**config.mk**
```make
export PLATFORM = sky130hd
export DESIGN_NAME = seat_slot_allocator_unit
export DESIGN_NICKNAME = d
export VERILOG_FILES = /design/src/rtl/ssa_pkg.sv /design/src/rtl/ssa_ram.sv /design/src/rtl/ssa_ctrl.sv /design/src/rtl/ssa_dp.sv /design/src/rtl/seat_slot_allocator_unit.sv
export SDC_FILE = /design/constraint.sdc
export NUM_CORES = 2
export LEC_CHECK = 0
export ABC_CLOCK_PERIOD_IN_PS = 9620
export BUFFER_PORTS_ARGS = -buffer_cell sky130_fd_sc_hd__buf_4
export CAP_MARGIN = 5
export CORE_MARGIN = 1.5
export CORE_UTILIZATION = 25
export DETAILED_ROUTE_END_ITERATION = 8
export PLACE_DENSITY = 0.37
export SLEW_MARGIN = 10
export SYNTH_ARGS = -nofsm -noshare
export SYNTH_HDL_FRONTEND = slang
export SYNTH_SLANG_ARGS = --single-unit
```
**constraint.sdc**
```tcl
create_clock -name clk -period 9.62 [get_ports clk]
set_input_delay 0 -clock clk [delete_from_list [all_inputs] [get_ports clk]]
set_output_delay 0 -clock clk [all_outputs]
set_load 0.01 [all_outputs]
```
**src/rtl/ssa_pkg.sv**
```systemverilog
// Shared types and constants for the seat slot allocator.
package ssa_pkg;

	localparam int CAP_W         = 7;
	localparam int CAP_MAX       = 2**CAP_W - 1;
	localparam int CAP_RESET     = 64;
	localparam int DEF_MAX_SLOTS = 64;
	localparam int DEF_ID_BITS   = 16;

	typedef enum logic [1:0] {
		CMD_RESERVE = 2'd0,
		CMD_RELEASE = 2'd1,
		CMD_QUERY   = 2'd2,
		CMD_NOP     = 2'd3
	} cmd_t;

	typedef enum logic [2:0] {
		ST_OK       = 3'd0,
		ST_FULL     = 3'd1,
		ST_BAD_ID   = 3'd2,
		ST_SEATED   = 3'd3,
		ST_BAD_SLOT = 3'd4,
		ST_EMPTY    = 3'd5
	} status_t;

	typedef struct packed {
		logic [1:0]  command;
		logic [15:0] owner_id;
		logic [5:0]  slot_index;
	} req_t;

	typedef struct packed {
		logic [2:0]       status;
		logic [5:0]       granted_slot;
		logic [15:0]      slot_owner;
		logic [CAP_W-1:0] free_count;
		logic [CAP_W-1:0] used_count;
	} rsp_t;

	typedef struct packed {
		logic clr_init;
		logic clr_step;
		logic load;
		logic scan_run;
		logic fetch;
		logic finish;
	} ctrl_cmd_t;

	typedef struct packed {
		logic clr_last;
		logic reserve_go;
		logic access_go;
		logic scan_done;
	} dp_stat_t;

endpackage

```
**src/rtl/ssa_ram.sv**
```systemverilog
// Generic simple dual-port RAM with one write port and a registered read port.
module ssa_ram #(
	parameter int WIDTH = 16,
	parameter int DEPTH = 64
) (
	input  logic                     clk,
	input  logic                     we,
	input  logic [$clog2(DEPTH)-1:0] waddr,
	input  logic [WIDTH-1:0]         wdata,
	input  logic                     re,
	input  logic [$clog2(DEPTH)-1:0] raddr,
	output logic [WIDTH-1:0]         rdata
);

	logic [WIDTH-1:0] mem_q [DEPTH];
	logic [WIDTH-1:0] rdata_q;

	always_ff @(posedge clk) begin
		if (we) begin
			mem_q[waddr] <= wdata;
		end
		if (re) begin
			rdata_q <= mem_q[raddr];
		end
	end

	assign rdata = rdata_q;

endmodule

```
**src/rtl/ssa_ctrl.sv**
```systemverilog
// Controller state machine that sequences clearing, scanning and lookups.
module ssa_ctrl (
	input  logic              clk,
	input  logic              arst_n,
	input  logic              start,
	input  logic              cfg_wr,
	input  ssa_pkg::dp_stat_t stat,
	output ssa_pkg::ctrl_cmd_t cmd,
	output logic              busy
);
	import ssa_pkg::*;

	typedef enum logic [2:0] {
		S_CLEAR,
		S_IDLE,
		S_DISPATCH,
		S_SCAN,
		S_FETCH,
		S_FINISH
	} state_t;

	state_t state_q;
	state_t state_d;
	logic   busy_q;

	always_comb begin
		state_d = state_q;
		cmd     = '0;
		unique case (state_q)
			S_CLEAR: begin
				cmd.clr_step = 1'b1;
				if (stat.clr_last) begin
					state_d = S_IDLE;
				end
			end
			S_IDLE: begin
				if (start) begin
					cmd.load = 1'b1;
					state_d  = S_DISPATCH;
				end
			end
			S_DISPATCH: begin
				priority if (stat.reserve_go) begin
					state_d = S_SCAN;
				end else if (stat.access_go) begin
					state_d = S_FETCH;
				end else begin
					state_d = S_FINISH;
				end
			end
			S_SCAN: begin
				cmd.scan_run = 1'b1;
				if (stat.scan_done) begin
					state_d = S_FINISH;
				end
			end
			S_FETCH: begin
				cmd.fetch = 1'b1;
				state_d   = S_FINISH;
			end
			S_FINISH: begin
				cmd.finish = 1'b1;
				state_d    = S_IDLE;
			end
			default: begin
				state_d = S_CLEAR;
			end
		endcase
		if (cfg_wr) begin
			cmd          = '0;
			cmd.clr_init = 1'b1;
			state_d      = S_CLEAR;
		end
	end

	always_ff @(posedge clk or negedge arst_n) begin
		if (!arst_n) begin
			state_q <= S_CLEAR;
			busy_q  <= 1'b1;
		end else begin
			state_q <= state_d;
			busy_q  <= (state_d != S_IDLE);
		end
	end

	assign busy = busy_q;

endmodule

```
**src/rtl/ssa_dp.sv**
```systemverilog
// Datapath with the slot table, scan logic, free count and result register.
module ssa_dp #(
	parameter int MAX_SLOTS = ssa_pkg::DEF_MAX_SLOTS,
	parameter int ID_BITS   = ssa_pkg::DEF_ID_BITS
) (
	input  logic                      clk,
	input  logic                      arst_n,
	input  ssa_pkg::ctrl_cmd_t        cmd,
	input  ssa_pkg::req_t             request,
	input  logic [ssa_pkg::CAP_W-1:0] cap,
	output ssa_pkg::dp_stat_t         stat,
	output logic                      done,
	output ssa_pkg::rsp_t             result
);
	import ssa_pkg::*;

	localparam int AW = $clog2(MAX_SLOTS);

	logic [AW-1:0]      clr_addr_q;
	logic [CAP_W-1:0]   free_q;
	cmd_t               cmd_q;
	logic [ID_BITS-1:0] id_q;
	logic [5:0]         idx_q;
	logic [CAP_W-1:0]   scan_addr_q;
	logic               pend_s1;
	logic [CAP_W-1:0]   paddr_s1;
	logic               found_q;
	logic [CAP_W-1:0]   first_q;
	logic               dup_q;
	logic               done_q;
	rsp_t               res_q;

	logic               issue;
	logic               idx_bad;
	logic               ram_we;
	logic [AW-1:0]      ram_waddr;
	logic [ID_BITS-1:0] ram_wdata;
	logic               ram_re;
	logic [AW-1:0]      ram_raddr;
	logic [ID_BITS-1:0] ram_rdata;
	status_t            st_d;
	logic [5:0]         granted_d;
	logic [15:0]        owner_d;
	logic [CAP_W-1:0]   free_d;
	logic               commit_d;

	assign issue   = cmd.scan_run && !dup_q && (scan_addr_q < cap);
	assign idx_bad = CAP_W'(idx_q) >= cap;

	assign stat.clr_last   = (clr_addr_q == AW'(MAX_SLOTS - 1));
	assign stat.reserve_go = (cmd_q == CMD_RESERVE) && (free_q != '0) && (id_q != '0);
	assign stat.access_go  = ((cmd_q == CMD_RELEASE) || (cmd_q == CMD_QUERY)) && !idx_bad;
	assign stat.scan_done  = !pend_s1 && (dup_q || (scan_addr_q >= cap));

	always_comb begin
		st_d      = ST_OK;
		granted_d = '0;
		owner_d   = '0;
		free_d    = free_q;
		commit_d  = 1'b0;
		unique case (cmd_q)
			CMD_RESERVE: begin
				priority if (free_q == '0) begin
					st_d = ST_FULL;
				end else if (id_q == '0) begin
					st_d = ST_BAD_ID;
				end else if (dup_q) begin
					st_d = ST_SEATED;
				end else if (!found_q) begin
					st_d = ST_FULL;
				end else begin
					granted_d = 6'(first_q);
					commit_d  = 1'b1;
					free_d    = free_q - CAP_W'(1);
				end
			end
			CMD_RELEASE: begin
				priority if (idx_bad) begin
					st_d = ST_BAD_SLOT;
				end else if (ram_rdata == '0) begin
					st_d = ST_EMPTY;
				end else begin
					owner_d  = 16'(ram_rdata);
					commit_d = 1'b1;
					if (free_q < cap) begin
						free_d = free_q + CAP_W'(1);
					end
				end
			end
			CMD_QUERY: begin
				if (idx_bad) begin
					st_d = ST_BAD_SLOT;
				end else begin
					owner_d = 16'(ram_rdata);
				end
			end
			CMD_NOP: begin
				st_d = ST_OK;
			end
		endcase
	end

	always_comb begin
		ram_we    = cmd.clr_step || (cmd.finish && commit_d);
		ram_waddr = AW'(idx_q);
		ram_wdata = '0;
		if (cmd.clr_step) begin
			ram_waddr = clr_addr_q;
		end else if (cmd_q == CMD_RESERVE) begin
			ram_waddr = AW'(first_q);
			ram_wdata = id_q;
		end
		ram_re    = issue || cmd.fetch;
		ram_raddr = cmd.fetch ? AW'(idx_q) : AW'(scan_addr_q);
	end

	ssa_ram #(
		.WIDTH(ID_BITS),
		.DEPTH(MAX_SLOTS)
	) u_table (
		.clk   (clk),
		.we    (ram_we),
		.waddr (ram_waddr),
		.wdata (ram_wdata),
		.re    (ram_re),
		.raddr (ram_raddr),
		.rdata (ram_rdata)
	);

	always_ff @(posedge clk or negedge arst_n) begin
		if (!arst_n) begin
			clr_addr_q  <= '0;
			free_q      <= '0;
			scan_addr_q <= '0;
			pend_s1     <= 1'b0;
			found_q     <= 1'b0;
			dup_q       <= 1'b0;
			done_q      <= 1'b0;
		end else begin
			done_q <= cmd.finish;
			if (cmd.clr_init) begin
				clr_addr_q <= '0;
			end else if (cmd.clr_step) begin
				clr_addr_q <= clr_addr_q + AW'(1);
			end
			if (cmd.clr_step) begin
				free_q <= cap;
			end else if (cmd.finish) begin
				free_q <= free_d;
			end
			if (cmd.load) begin
				scan_addr_q <= '0;
				pend_s1     <= 1'b0;
				found_q     <= 1'b0;
				dup_q       <= 1'b0;
			end else begin
				pend_s1 <= issue;
				if (issue) begin
					scan_addr_q <= scan_addr_q + CAP_W'(1);
				end
				if (pend_s1) begin
					if (!found_q && (ram_rdata == '0)) begin
						found_q <= 1'b1;
					end
					if (ram_rdata == id_q) begin
						dup_q <= 1'b1;
					end
				end
			end
		end
	end

	always_ff @(posedge clk) begin
		if (cmd.load) begin
			cmd_q <= cmd_t'(request.command);
			id_q  <= ID_BITS'(request.owner_id);
			idx_q <= request.slot_index;
		end
		paddr_s1 <= scan_addr_q;
		if (pend_s1 && !found_q && (ram_rdata == '0)) begin
			first_q <= paddr_s1;
		end
		if (cmd.finish) begin
			res_q.status       <= st_d;
			res_q.granted_slot <= granted_d;
			res_q.slot_owner   <= owner_d;
			res_q.free_count   <= free_d;
			res_q.used_count   <= cap - free_d;
		end
	end

	assign done   = done_q;
	assign result = res_q;

endmodule

```
**src/rtl/seat_slot_allocator_unit.sv**
```systemverilog
// Top level of the seat slot allocator: configuration port, controller and datapath.
// A scanning reserve reads the slots below the capacity in order and stops early once the id is
// found seated; a full table or a zero id skips the scan, an in-range release or query reads
// its one slot, and any other request goes straight to its result. The next request is taken in the
// cycle its predecessor's result is shown for one cycle on done; the receiver cannot stall it.
// Reset and each nonzero capacity write start a clearing pass over every slot that holds busy.
module seat_slot_allocator_unit #(
	parameter int MAX_SLOTS = ssa_pkg::DEF_MAX_SLOTS,
	parameter int ID_BITS   = ssa_pkg::DEF_ID_BITS
) (
	input  logic          clk,
	input  logic          arst_n,
	input  logic          start,
	output logic          busy,
	input  ssa_pkg::req_t request,
	output logic          done,
	output ssa_pkg::rsp_t result,
	input  logic          psel,
	input  logic          penable,
	input  logic          pwrite,
	input  logic [2:0]    paddr,
	input  logic [31:0]   pwdata,
	output logic [31:0]   prdata,
	output logic          pready
);
	import ssa_pkg::*;

	localparam logic [CAP_W-1:0] CAP_LIMIT =
		(MAX_SLOTS > CAP_MAX) ? CAP_W'(CAP_MAX) : CAP_W'(MAX_SLOTS);
	localparam logic [CAP_W-1:0] CAP_INIT =
		(CAP_RESET > int'(CAP_LIMIT)) ? CAP_LIMIT : CAP_W'(CAP_RESET);

	logic [CAP_W-1:0] cap_q;
	logic [CAP_W-1:0] wval;
	logic             cfg_wr;
	ctrl_cmd_t        cmd;
	dp_stat_t         stat;

	assign wval   = pwdata[CAP_W-1:0];
	assign cfg_wr = psel && penable && pwrite && !paddr[2] && (wval != '0);
	assign pready = 1'b1;
	assign prdata = 32'(cap_q);

	always_ff @(posedge clk or negedge arst_n) begin
		if (!arst_n) begin
			cap_q <= CAP_INIT;
		end else if (cfg_wr) begin
			cap_q <= (wval > CAP_LIMIT) ? CAP_LIMIT : wval;
		end
	end

	ssa_ctrl u_ctrl (
		.clk    (clk),
		.arst_n (arst_n),
		.start  (start),
		.cfg_wr (cfg_wr),
		.stat   (stat),
		.cmd    (cmd),
		.busy   (busy)
	);

	ssa_dp #(
		.MAX_SLOTS(MAX_SLOTS),
		.ID_BITS  (ID_BITS)
	) u_dp (
		.clk     (clk),
		.arst_n  (arst_n),
		.cmd     (cmd),
		.request (request),
		.cap     (cap_q),
		.stat    (stat),
		.done    (done),
		.result  (result)
	);

endmodule
```
# After elaboration in Yosys (flattened, before gate mapping)
# Memory sizes are Yosys's and may differ from the RTL's. A register that Yosys moved wholly into a read port is not among the register bits.
# Index checks and enable logic that the tools add are counted.
# Widths: inputs -> output; s select.
[op_classes]
add_sub_neg = 5
multipliers = 0
div_mod_pow = 0
n_lt_le_gt_ge = 5
eq_ne = 11
n_shift = 0
mux = 62
bitwise = 2
reduce_logical = 40
[ops]
columns = ["cell", "n"]
rows = [
  ["$mux 7", 12],
  ["$mux 16", 5],
  ["$mux 6", 6],
  ["$mux 3", 11],
  ["$logic_not 16->1", 2],
  ["$pmux 16 s2", 1],
  ["$mux 1", 23],
  ["$pmux 3 s6", 1],
  ["$eq 16x16->1", 1],
  ["$reduce_bool 16->1", 1],
  ["$add 7x1->7 const B", 2],
  ["$logic_and 1x1->1", 14],
  ["$lt 7x7->1", 2],
  ["$pmux 7 s2", 1],
  ["$reduce_bool 7->1", 2],
  ["$pmux 3 s4", 1],
  ["$reduce_bool 2->1", 6],
  ["$ge 6x7->1", 1],
  ["$ge 7x7->1", 1],
  ["$gt 7x7->1 const B", 1],
  ["$logic_not 7->1", 1],
  ["$sub 7x1->7 const B", 1],
  ["$sub 7x7->7", 1],
  ["$add 6x1->6 const B", 1],
  ["other kinds (15)", 27],
]
[word_totals]
reg_bits = 110
latchBits = 0
mem_bits_rw = 1024
rom_bits = 0
inputBits = 65
output_inout_bits = 74
memories = 1
[mem_list]
columns = ["name", "words", "width", "read_ports", "rd_ports_with_merged_regs", "wr", "line", "rtl"]
rows = [
  ["u_dp.u_table.mem_q", 64, 16, 1, 1, 1, "ssa_ram.sv:15", "logic [WIDTH-1:0] mem_q [DEPTH];"],
]

# Longest topological paths before layout
[logic_depth]
word_depth = 9
depth_mapped = 21
ltp_nobuf = 21

# Hierarchy
# A second synthesis with hierarchy kept.
[unflattened]
cells_unflattened = 2448
area_unflattened_um2 = 46772.4
[modules_own_cells]
columns = ["mod", "n_inst", "cells_each", "area_each_um2", "seq_area_each_um2"]
rows = [
  ["ssa_ram", 1, 1829, 40202.3, 31230.0],
  ["ssa_dp", 1, 522, 5701.7, 2792.7],
  ["seat_slot_allocator_unit", 1, 63, 559.3, 176.4],
  ["ssa_ctrl", 1, 34, 309.0, 101.3],
]

# Worst setup path before layout
# Ideal clock, no wire load.
[synth_path]
path_type = "input-to-reg"
start = "in pwdata[0]"
end = "mem u_dp.u_table.mem_q[36][0], enable pin"
setup_time_ps = 388
arrival_ps = 3719
setup_slack_ps = 5513
stages = 9
path_cell_list = "or4_1 > buf_2 > o21ai_4 > nand3_1 > inv_1 > nor2_1 > nor3b_1 > nand2_1 > nor2_1"
[synth_lines]
columns = ["element", "line", "rtl"]
rows = [
  ["start: declaration", "seat_slot_allocator_unit.sv:22", "input logic [31:0] pwdata,"],
  ["end: declaration", "ssa_ram.sv:15", ""],
]

# Worst setup path after layout
[layout_path]
start = "reg u_ctrl.state_q[2]"
end = "reg u_dp.u_table.rdata_q[8] (netlist: u_dp.u_table.rdata[8]) (read register of u_dp.u_table.mem_q), data pin"
[layout_via]
elab_chain_len = 6
elab_cells_between_ends = 9
classes_between = "eq/ne: 2; mux: 4; reduce/logical: 3"
[layout_rtl]
columns = ["element", "line", "rtl"]
rows = [
  ["start: declaration", "ssa_ctrl.sv:22", "state_t state_q;"],
  ["start signal: assignment", "ssa_ctrl.sv:81", "state_q <= state_d;"],
  ["$eq 3x2->1", "ssa_ctrl.sv:29", "unique case (state_q)"],
  ["$mux 1", "ssa_ctrl.sv:29", ""],
  ["$mux 6 (*)", "ssa_ctrl.sv:69", "if (cfg_wr) begin"],
  ["$logic_and 1x1->1 (2 in series)", "ssa_dp.sv:47", "assign issue = cmd.scan_run && !dup_q && (scan_addr_q < cap);"],
  ["$logic_or 1x1->1", "ssa_dp.sv:113", "ram_re = issue || cmd.fetch;"],
  ["end: declaration", "ssa_ram.sv:16", "logic [WIDTH-1:0] rdata_q;"],
]
# Mark *: on every way between the ends. The rest lies on a longest branch, timed or not.
# A chain may end at the register's enable or synchronous reset.

==> impl_metrics.yaml <==
placement:
  placed_cell_area_um2: 50500
  gp_congestion: 0.7510
  port_buffers: 85
  hpwl_um: 88700
cells_and_area:
  final_cell_mix: "1109 x edfxtp_1, 618 x nand2_1, 203 x nand3_1, 180 x buf_4, 174 x a21oi_1"
  final_area_um2: 55060
  drive_above_1_share_pct: 12.48
  final_common_cell: "edfxtp_1"
  fin_nets: 3658
  nFillCells: 18862
  syn_to_final_growth_pct: 17.89
worst_setup_path:
  critPathMaxFanout: 117
  crit_required_ns: 10.04
  arrival_ns: 5.54
  critPathLaunchType: "register"
  endpoint_kind: "register"
  crit_type: "register to register"
die:
  die_x_um: 435.2
  chipHeight_um: 435.2
  coreArea_um2: 185400
  fp-row-count: 158
  io_pins: 139
  initial_core_util_pct: 25.19
  die_area_um2: 189400
sta:
  fin_setup_tns_ns: 0
  hold_viol: 0
  final_max_slew_viol_count: 0
  rsz0062_at_grt: "no"
  finClkSkew_ns: 0.02130
  finalCritPeriodShare_pct: 53.24
  worstMarginPinSlew_ns: 1.217
  setup_violations: 0
  relSlewSlack_pct: 18.13
  fin_crit_ns: 5.122
  max_freq_ghz: 0.1953
pwr:
  finalPower_mw: 15.49
  peakVddDrop_mv: 0.2051
  leakage_nw: 18.21
  powerDensity_nw_per_um2: 281.3
clock_tree:
  cts_buffers: 120
  cts_tree: "built"
  cts.clk_slew.worst_paths_ns: 0.06
  cts_max_path_buffers: 3
  clock_tree.root_cell: "clkbuf_16"
  clock_latency_ns: 0.73
  cts.htree.levels: 3
  cts.sinks: 1150
  cts_resized: 0
min_path:
  hp-class: "input pin to register"
global_routing:
  grt_usage_pct: 15.83
  grt_pass1_vias: 27833
  antenna_found_initial: 5
  overflow: 0
  grt_pass1_wl_um: 216600
  grt_max_degree: 118
flow_run:
  drv_cap: 0
route:
  first_pass_iters: 7
  antenna_left: 0
  wire_per_inst_um: 25.03
  vias_per_cell: 4.687
  drc: 0
  routed_wl_um: 153900
  drt-initial-drc-count: 2490
  via_count: 28810
yosys:
  yosys_warnings: 0
  syn_avg_cell_area_um2: 13.80
  syn_area_um2: 46700
  netlist-cell-type-count: 85
  yosysSeqAreaShare_pct: 73.44
  syn_inst: 3384
  synth_ff_type: "edfxtp_1"
  async_flop_share_pct: 3.043
  synth-seq-cells: 1150
  synth-edff-count: 1109
run_status:
  outcome: "finished, final reports clean"
-- power breakdown --
part           leakage, nW  internal, mW  total, mW  switching, mW
Combinational         5.60          1.26       4.73           3.47
Clock                 1.89          2.63       4.64           2.01
Sequential            10.7          5.95       6.12          0.174
-- logic make-up after synthesis --
| logic type | share of synthesized area (%) |
|---|---|
| AND/OR/NAND/NOR | 11.13 |
| other | 0.01608 |
| multiplexers | 1.602 |
| adder cells (fa/ha/maj) | 0.9270 |
| flip-flops | 73.44 |
| AO/OA/AOI/OAI | 9.591 |
| buffers and inverters | 2.593 |
| XOR/XNOR | 0.6939 |
-- area by class of cell --
cell class / count / area (um^2) / area share [%]
clock buffers: 155 / 3249 / 5.902
repair buffers: 255 / 2192 / 3.982
well taps: 2480 / 3103 / 5.636
clock inverters: 71 / 593.1 / 1.077
inverters: 28 / 105.1 / 0.1909
flip-flops and latches: 1150 / 34300 / 62.30
diodes: 4 / 10.01 / 0.01818
multi-input cells: 2004 / 11500 / 20.89
-- critical path, stage by stage, from the launching register on --
cell	delay (ns)
dfrtp_1	0.55
nor3b_2	0.72
nand2_1	0.20
o211ai_1	0.54
buf_4	0.61
buf_12	0.47
a211oi_1	0.16
a211oi_1	0.28
o211ai_1	0.23
a311o_1	0.61
o41ai_1	0.26
-- final timing paths --
path                            depth (start not counted)  slack (ns)                     to              start
max in group asynchronous                               4        9.06    u_dp.scan_addr_q[5]             arst_n
min in group asynchronous                               3        0.34               cap_q[6]             arst_n
worst max-delay path                                   10        4.50  u_dp.u_table.rdata[8]  u_ctrl.state_q[2]
worst max register to register                         10        4.50  u_dp.u_table.rdata[8]  u_ctrl.state_q[2]
worst min register to register                          0        0.40        u_dp.first_q[2]   u_dp.paddr_s1[2]
worst min-delay path                                    2        0.07          u_dp.cmd_q[1]        request[23]
-- synth_stat cells, types with 16 or more instances --
cell / number / area (um^2)
nor2_1: 158 / 593.1
edfxtp_1: 1109 / 33300
and3_1: 21 / 131.4
o21ai_0: 57 / 285.3
a22oi_1: 36 / 270.3
a21oi_1: 174 / 870.8
o22ai_1: 60 / 375.4
ha_1: 33 / 412.9
a31oi_1: 22 / 137.6
nor3_1: 61 / 305.3
a32oi_1: 46 / 402.9
inv_1: 28 / 105.1
a211oi_1: 104 / 780.8
clkbuf_1: 92 / 345.3
and2_1: 23 / 143.9
dfrtp_1: 33 / 825.8
buf_2: 94 / 470.5
nand2_1: 618 / 2320
buf_4: 31 / 232.7
a21o_1: 16 / 120.1
nand4_1: 19 / 118.9
nor4_1: 37 / 231.5
a221oi_1: 16 / 140.1
xnor2_1: 28 / 245.2
nand3_1: 203 / 1016
mux2i_1: 68 / 680.7
o211ai_1: 17 / 127.6
-- per-layer routing --
metal,GRT usage [%],part of all wire (%),vias to the layer above
li1,-,-,13272
met1,21.96,46,14769
met2,26.20,48,607
met3,2.304,4.2,160
met4,3.243,1.8,2
met5,0,0.0084,-
-- per-stage QoR --
stage	setup WS [ns]	utilization [%]	hold WS, ns	instances
3_3_place_gp	4.454	27.23	0.02896	5849
5_1_grt	4.260	29.68	0.03552	6143
3_5_place_dp	4.464	27.23	0.02762	5849
2_1_floorplan	5.513	-	-0.2956	3408
4_1_cts	4.450	29.67	0.01381	6141
6_report	4.498	29.69	0.06638	6147
-- registers in the layout (all words and copies together) (netlist names) --
signal              count
u_dp.free_q             7
u_dp.found_q            1
u_ctrl.busy             1
u_dp.cmd_q              2
cap_q                   7
u_dp.paddr_s1           6
u_dp.pend_s1            1
u_ctrl.state_q          3
u_dp.dup_q              1
u_dp.u_table.rdata     16
u_dp.id_q              16
u_dp.scan_addr_q        7
u_dp.idx_q              6
u_dp.clr_addr_q         6
u_dp.first_q            6
u_dp.done               1
u_dp.result            39
u_dp.u_table.mem_q   1024
-- repair_timing --
action,CTS,global route
endpoints found under the hold margin,72,0
hold buffers,66,0
buffers inserted,0,0
Note: power is estimated with default switching activity, not from simulation.
